### src/rtl/core/u8dec_pkg.sv
// ----------------------------------------------------------------------------
// u8dec_pkg
// Types and constants of the UTF-8 code point decoder.
// ----------------------------------------------------------------------------
package u8dec_pkg;

    localparam int unsigned ByteW = 8;
    localparam int unsigned CpW   = 16;
    localparam int unsigned MaxRes = 3;

    // Byte class masks and patterns
    localparam logic [ByteW-1:0] LEAD2_MASK = 8'hE0;
    localparam logic [ByteW-1:0] LEAD2_PAT  = 8'hC0;
    localparam logic [ByteW-1:0] LEAD3_MASK = 8'hF0;
    localparam logic [ByteW-1:0] LEAD3_PAT  = 8'hE0;
    localparam logic [ByteW-1:0] CONT_MASK  = 8'hC0;
    localparam logic [ByteW-1:0] CONT_PAT   = 8'h80;
    localparam logic [ByteW-1:0] END_BYTE   = 8'h00;

    // Pending-sequence state, one-hot
    typedef enum logic [3:0] {
        ST_IDLE  = 4'b0001,  // no sequence pending
        ST_LEAD2 = 4'b0010,  // two-byte lead held
        ST_LEAD3 = 4'b0100,  // three-byte lead held, waiting for second byte
        ST_THIRD = 4'b1000   // lead and second byte held, waiting for third
    } t_mode;

    // One result item
    typedef struct packed {
        logic [CpW-1:0] code_point;
        logic           malformed;
        logic           last_of_run;
    } t_result;

    localparam t_result RES_MALFORMED = '{code_point: '0, malformed: 1'b1,
                                          last_of_run: 1'b0};

    function automatic logic is_cont(input logic [ByteW-1:0] b);
        return (b & CONT_MASK) == CONT_PAT;
    endfunction

    function automatic t_result raw_result(input logic [ByteW-1:0] b);
        t_result r;
        r.code_point  = {{(CpW-ByteW){1'b0}}, b};
        r.malformed   = 1'b0;
        r.last_of_run = 1'b0;
        return r;
    endfunction

endpackage

### src/rtl/core/utf8_code_point_decoder_core.sv
// ----------------------------------------------------------------------------
// utf8_code_point_decoder_core
// Decodes a UTF-8 byte stream (up to three-byte sequences) to code points.
// ----------------------------------------------------------------------------
// Usage:
//   Bytes enter on the s_axis channel, one per transaction. Each byte yields
//   zero to three results on the m_axis channel: a 16-bit code point in
//   tdata, the malformed flag in tuser and tlast on the final result that
//   byte caused. Leads and middle bytes of a sequence, and the zero
//   end-of-text byte, may yield nothing.
//   A byte's first result is registered and shown the cycle after its acceptance.
//   Throughput: one byte per cycle while each byte yields at most one
//   result and the receiver is ready; a byte that yields k results holds the
//   input while the three-entry result buffer drains one entry per ready cycle.
//   A new byte is taken in the same cycle the last buffered result leaves.
//   When the receiver stalls, the buffered results hold and the input stops
//   accepting once the buffer cannot drain.
//   Reset (synchronous, active low) empties the result buffer and drops any
//   pending sequence.
// ----------------------------------------------------------------------------
module utf8_code_point_decoder_core
    import u8dec_pkg::*;
(
    input  logic             i_clk,
    input  logic             i_rst_n,
    // Input byte stream
    input  logic             i_s_axis_tvalid,
    output logic             o_s_axis_tready,
    input  logic [ByteW-1:0] i_s_axis_tdata,   // [7:0] text_byte
    // Output code point stream
    output logic             o_m_axis_tvalid,
    input  logic             i_m_axis_tready,
    output logic [CpW-1:0]   o_m_axis_tdata,   // [15:0] code_point
    output logic             o_m_axis_tuser,   // [0] malformed
    output logic             o_m_axis_tlast    // last_of_run
);

    t_mode            r_mode, n_mode;
    logic [ByteW-1:0] r_held_lead, n_held_lead;
    logic [ByteW-1:0] r_held_second, n_held_second;
    t_result          r_res [MaxRes];
    logic [1:0]       r_cnt;

    logic             w_accept, w_pop;
    logic [ByteW-1:0] w_byte;
    logic             w_cont, w_fresh;
    t_result          w_pre0, w_pre1;
    logic [1:0]       w_pre_cnt;
    t_result          w_load [MaxRes];
    logic [1:0]       w_load_cnt;
    t_result          w_cp2, w_cp3;

    // Handshakes
    assign o_m_axis_tvalid = (r_cnt != 2'd0);
    assign w_pop           = o_m_axis_tvalid && i_m_axis_tready;
    assign o_s_axis_tready = (r_cnt == 2'd0) || ((r_cnt == 2'd1) && i_m_axis_tready);
    assign w_accept        = i_s_axis_tvalid && o_s_axis_tready;

    assign o_m_axis_tdata  = r_res[0].code_point;
    assign o_m_axis_tuser  = r_res[0].malformed;
    assign o_m_axis_tlast  = r_res[0].last_of_run;

    assign w_byte = i_s_axis_tdata;
    assign w_cont = is_cont(w_byte);

    // Completed sequences
    always_comb begin
        w_cp2 = '{code_point: {5'd0, r_held_lead[4:0], w_byte[5:0]},
                  malformed: 1'b0, last_of_run: 1'b0};
        w_cp3 = '{code_point: {r_held_lead[3:0], r_held_second[5:0], w_byte[5:0]},
                  malformed: 1'b0, last_of_run: 1'b0};
    end

    // Pending-sequence step: results owed before the byte is seen fresh
    always_comb begin
        n_mode        = r_mode;
        n_held_lead   = r_held_lead;
        n_held_second = r_held_second;
        w_pre0        = RES_MALFORMED;
        w_pre1        = raw_result(r_held_second);
        w_pre_cnt     = 2'd0;
        w_fresh       = 1'b0;
        unique case (r_mode)
            ST_LEAD2: begin
                w_pre_cnt = 2'd1;
                if (w_cont) begin
                    w_pre0 = w_cp2;
                    n_mode = ST_IDLE;
                end else begin
                    w_fresh = 1'b1;
                end
            end
            ST_LEAD3: begin
                if (w_cont) begin
                    n_held_second = w_byte;
                    n_mode        = ST_THIRD;
                end else begin
                    w_pre_cnt = 2'd1;
                    w_fresh   = 1'b1;
                end
            end
            ST_THIRD: begin
                if (w_cont) begin
                    w_pre0    = w_cp3;
                    w_pre_cnt = 2'd1;
                    n_mode    = ST_IDLE;
                end else begin
                    w_pre_cnt = 2'd2;
                    w_fresh   = 1'b1;
                end
            end
            ST_IDLE: begin
                w_fresh = 1'b1;
            end
            default: begin
                w_fresh = 1'b1;
            end
        endcase

        // Byte handled as if idle
        w_load[0]  = w_pre0;
        w_load[1]  = w_pre1;
        w_load[2]  = raw_result(w_byte);
        w_load_cnt = w_pre_cnt;
        if (w_fresh) begin
            n_mode = ST_IDLE;
            if (w_byte == END_BYTE) begin
                n_mode = ST_IDLE;
            end else if ((w_byte & LEAD2_MASK) == LEAD2_PAT) begin
                n_held_lead = w_byte;
                n_mode      = ST_LEAD2;
            end else if ((w_byte & LEAD3_MASK) == LEAD3_PAT) begin
                n_held_lead = w_byte;
                n_mode      = ST_LEAD3;
            end else begin
                case (w_pre_cnt)
                    2'd0:    w_load[0] = raw_result(w_byte);
                    2'd1:    w_load[1] = raw_result(w_byte);
                    default: w_load[2] = raw_result(w_byte);
                endcase
                w_load_cnt = w_pre_cnt + 2'd1;
            end
        end

        // Mark the final result of this byte
        case (w_load_cnt)
            2'd1:    w_load[0].last_of_run = 1'b1;
            2'd2:    w_load[1].last_of_run = 1'b1;
            2'd3:    w_load[2].last_of_run = 1'b1;
            default: w_load[0].last_of_run = 1'b0;
        endcase
    end

    // Control state and held bytes
    always_ff @(posedge i_clk) begin
        if (!i_rst_n) begin
            r_mode        <= ST_IDLE;
            r_cnt         <= 2'd0;
            r_held_lead   <= '0;
            r_held_second <= '0;
        end else if (w_accept) begin
            r_mode        <= n_mode;
            r_cnt         <= w_load_cnt;
            r_held_lead   <= n_held_lead;
            r_held_second <= n_held_second;
        end else if (w_pop) begin
            r_cnt  <= r_cnt - 2'd1;
        end
    end

    // Result buffer
    always_ff @(posedge i_clk) begin
        if (w_accept) begin
            r_res[0]      <= w_load[0];
            r_res[1]      <= w_load[1];
            r_res[2]      <= w_load[2];
        end else if (w_pop) begin
            r_res[0] <= r_res[1];
            r_res[1] <= r_res[2];
        end
    end

endmodule

### config.mk
export PLATFORM = sky130hd
export DESIGN_NAME = utf8_code_point_decoder_core
export DESIGN_NICKNAME = d
export VERILOG_FILES = /design/src/rtl/core/u8dec_pkg.sv /design/src/rtl/core/utf8_code_point_decoder_core.sv
export SDC_FILE = /design/constraint.sdc
export NUM_CORES = 1
export LEC_CHECK = 0
export ABC_CLOCK_PERIOD_IN_PS = 4100
export BUFFER_PORTS_ARGS = -buffer_cell sky130_fd_sc_hd__buf_2
export CAP_MARGIN = 0
export CORE_MARGIN = 5
export CORE_UTILIZATION = 61
export DETAILED_ROUTE_END_ITERATION = 8
export HOLD_SLACK_MARGIN = 0.15
export PLACE_DENSITY = 0.83
export SLEW_MARGIN = 20
export SYNTH_ARGS = -nofsm -noshare
export SYNTH_HDL_FRONTEND = slang
export SYNTH_SLANG_ARGS = --single-unit
### constraint.sdc
create_clock -name i_clk -period 4.1 [get_ports i_clk]
set_clock_uncertainty 0.05 [all_clocks]
set_input_delay 0.205 -clock i_clk [delete_from_list [all_inputs] [get_ports i_clk]]
set_output_delay 0.205 -clock i_clk [all_outputs]
set_load 0.01 [all_outputs]
**Word level (Yosys, flattened, before mapping)**

Memory sizes are Yosys's and may differ from the RTL's.
Cells that the tools add are included.

- Bits of input ports: 12
- Flip-flop bits (word level): 19
- Memory bits (writable): 54
- Memories kept: 1

- Bitwise logic cells: 3
- $add $sub $neg: 2
- Equality and inequality tests: 13
- Reductions and logical operators: 17
- Muxes and demuxes: 39

Memories:

| name | words | width | read ports | clocked after memory_dff | wr ports | line | source |
|---|---|---|---|---|---|---|---|
| r_res | 3 | 18 | 3 | 0 | 3 | utf8_code_point_decoder_core.sv:41 | `t_result r_res [MaxRes];` |

Operators by type and width:

| operator | number |
|---|---|
| $mux 54 | 4 |
| $mux 18 | 4 |
| $pmux 18 s2 | 1 |
| $mux 2 | 7 |
| $mux 13 | 1 |
| $mux 4 | 3 |
| $mux 1 | 10 |
| $mux 10 | 1 |
| $mux 5 | 2 |
| $mux 3 | 3 |
| $eq 4x4->1 const B | 2 |
| $logic_not 8->1 | 1 |
| $pmux 4 s2 | 1 |
| $reduce_and 4->1 | 2 |
| $eq 2x1->1 const B | 3 |
| $eq 2x2->1 const B | 3 |
| $pmux 2 s3 | 1 |
| $reduce_bool 2->1 | 3 |
| $eq 4x2->1 const B | 1 |
| $eq 4x3->1 const B | 1 |
| $logic_not 2->1 | 2 |
| $reduce_or 2->1 | 2 |
| $eq 3x3->1 const B | 1 |
| $logic_and 1x1->1 | 3 |
| 11 further kinds | 12 |

**Depth between registers and ports, before layout**

- Depth after elaboration: 12
- Mapped depth: 9
- Mapped depth without buffers: 8

**Least setup slack after synthesis**

OpenSTA, ideal clock, no wires.

- Path type: reg-to-reg
- Start: reg r_mode[2]
- End: mem r_res[0][18] in the netlist's numbering, data pin
- Library setup time: 0.256 ns
- Required time: 3.794 ns
- Arrival time: 1.751 ns
- Period minus slack after synthesis: 2.057 ns
- Buffers on the path: 0
- Setup slack: 2.043 ns
- Cell stages (with the launch flop): 8
- Cell sequence: dfxtp_1 > nand2b_1 > o21ai_0 > a22oi_2 > ha_1 > mux2_4 > and3_1 > a22o_1

RTL lines:

| what | line | source |
|---|---|---|
| start, declared | utf8_code_point_decoder_core.sv:38 | `t_mode r_mode, n_mode;` |
| start signal, assigned | utf8_code_point_decoder_core.sv:162 | `r_mode <= n_mode;` |
| end, declared | utf8_code_point_decoder_core.sv:41 |  |

==> flow_summary.yaml <==
outcome:
  status: "finished, final reports clean"
layout:
  seq_area_sq_mm: 0.00146
  multi_input_area_sq_mm: 0.00106
  stdcell_count: 321
  fillCellCount: 316
  final_area_sq_mm: 0.00295
  antenna_cells: 0
  drive_gt1_share_pct: 20.8
  areaGrowthSynthToFinish_pct: 8.46
  fin_nets: 284
  utilization_pct: 67.8
global_routing:
  grt_pass1_vias: 1799
  grt_use_met2_pct: 28.6
  antenna_found_initial: 0
  grt_pass1_wl_mm: 8.71
  grt_use_total_pct: 18.2
  grt_max_degree: 31
  grt_util_met3_pct: 4.10
  grt_busiest_layer: "met2"
  use_met1_pct: 24.9
  grt.overflow.total: 0
power:
  powerDensity_mw_per_mm2: 577
  finalPower_mw: 1.70
  vdd_ir_drop_max_uv: 357
  power.leakage_nw: 1.17
floorplan:
  ioPinCount: 32
  die_y_um: 76.8
  die-area_sq_mm: 0.00590
  core_region_area_sq_mm: 0.00435
  rows: 24
  dieWidth_um: 76.8
  start_util_pct: 62.5
sta:
  layout_setup_ws_ns: 1.59
  setup_viol: 0
  slew_headroom_pct: 52.8
  hold_viol: 0
  period_share_pct: 61.3
  slew_viol_final: 0
  min_period_ns: 2.51
  fin_setup_tns_ns: 0
  rsz0062_at_grt: "no"
  holdWs_ns: 0.176
  fmax_ghz: 0.398
  worstMarginPinSlew_ns: 0.707
synth:
  syn-num-nets: 264
  yosys-mux-area-fraction_pct: 3.86
  ys_ff_latch: 55
  synthXorXnorAreaFrac_pct: 0.597
  synth_top_family_by_area: "simple AND/OR/NAND/NOR gates"
  synth_edf_count: 36
  netlist_area_sq_mm: 0.00272
  synth_adder_area_share_pct: 1.84
  synthDistinctLibCells: 48
  synth_area_per_cell_sq_um: 11.0
  synth_compound_area_share_pct: 14.8
  synth_cells: 248
  synth-simple-area-share_pct: 17.8
  synth-seq-area-share_pct: 53.7
  synth_warnings: 0
  yosys_most_used_dff: "edfxtp_1"
  synthArstFlopShare_pct: 0
place:
  placed_cells: 308
  gp_congestion: 0.928
  dp_hpwl_mm: 3.53
  dp_slack_ns: 1.60
  dpl_cell_area_sq_mm: 0.00279
  numPortBuffers: 31
drt:
  drt-vias-per-instance: 5.57
  vias: 1788
  drt-wirelength-per-cell_um: 15.5
  first_iter_violations: 135
  wl_mm: 4.98
  drtAntennaViolNets: 0
  first_pass_iters: 4
  drc: 0
worst_setup_path:
  start_kind: "flop"
  cp.arrival_ns: 2.54
  worst-setup-path-type: "reg2reg"
  crit_required_ns: 4.12
  crit_fanout: 8
  cp-end-kind: "flop"
clock_network:
  cts.sinks: 55
  cts_root_buf: "clkbuf_8"
  htreeDepth: 2
  clkLatencyLatePin_ns: 0.31
  cts_made_buffers: 5
  clock_path_buffers: 2
  clk_pin_slew_ns: 0.10
  cts_tree: "built"
hold_path:
  worst_hold_path_type: "in2reg"
run:
  max_cap_violations: 0
-- layout make-up --
type	count	share of cell area, %
Clock buffer	6	2.46
Tap cell	52	2.20
Clock inverter	2	1.31
Multi-Input combinational cell	158	35.9
Inverter	11	1.40
Timing Repair Buffer	37	7.20
Sequential cell	55	49.5
-- power breakdown --
group / leakage (nW) / switching (mW) / internal, mW
registers: 0.511 / 0.0455 / 0.811
clock network: 0.0558 / 0.176 / 0.185
logic: 0.604 / 0.322 / 0.164
total: 1.17 / 0.544 / 1.16
-- cell usage in the layout, fill, tap and decap left out, drive strengths merged, types with 2 or more instances in the layout --
cell	n
mux2i	9
dlygate4sd3	5
or3	2
a21o	2
nand3	11
ha	4
o21ai	13
o311ai	2
nand2b	6
inv	12
o31ai	2
a21boi	10
a22oi	6
o211ai	5
edfxtp	36
nor2b	10
buf	32
clkbuf	6
and3	2
nor2	8
dfxtp	19
a21oi	3
and2	7
nor4	4
nand2	38
-- repair_timing --
item	CTS	global route
hold buffers	5	0
gates resized for setup	0	0
setup endpoints to repair	0	0
setup buffers	0	0
hold endpoints to repair	6	0
-- logic make-up (layout without fill, tap and decap cells) --
group,after synthesis,in the layout
xor+xnor,1,1
buf+inv,35,56
flops,55,55
compound gates,50,50
mux,10,10
simple gates,93,93
fa+ha+maj,4,4
-- worst max-delay path, cell delays in order, from the launching register on --
cell	delay (ns)
dfxtp_1	0.41
nor2b_1	0.60
a22oi_2	0.25
ha_1	0.34
mux2_4	0.26
and3_1	0.18
a22o_1	0.19
-- flip-flops by register name (all words and copies together), names as in the netlist --
signal and cells:
r_res 36, r_held_second 8, r_held_lead 5, r_mode 4
r_cnt 2
-- layer usage --
layer	vias to the layer above	share of wire, %
met4	0	0.54
met1	837	47
met3	2	4.3
li1	908	-
met2	41	48
met5	-	0
-- cell usage after synthesis (6+ instances only) --
| cell type | number | area, sq um |
|---|---|---|
| nor2b_1 | 9 | 56.3 |
| nand2b_1 | 6 | 37.5 |
| clkbuf_1 | 6 | 22.5 |
| buf_4 | 16 | 120 |
| nand2_1 | 37 | 139 |
| mux2i_1 | 9 | 90.1 |
| a21boi_0 | 10 | 75.1 |
| dfxtp_1 | 19 | 380 |
| nor2_1 | 8 | 30.0 |
| edfxtp_1 | 36 | 1080 |
| and2_1 | 7 | 43.8 |
| inv_1 | 11 | 41.3 |
| nand3_1 | 10 | 50.1 |
| o21ai_0 | 12 | 60.1 |
-- final timing paths --
| kind | from | slack [ns] | depth (start not counted) | end |
|---|---|---|---|---|
| max reg2reg | r_mode[3] | 1.59 | 6 | r_res[0][18] |
| max | r_mode[3] | 1.59 | 6 | r_res[0][18] |
| min | i_s_axis_tdata[7] | 0.18 | 1 | r_res[1][9] |
| min reg2reg | r_held_lead[4] | 0.43 | 2 | r_held_lead[4] |
Note: power is estimated with default switching activity, not from simulation.
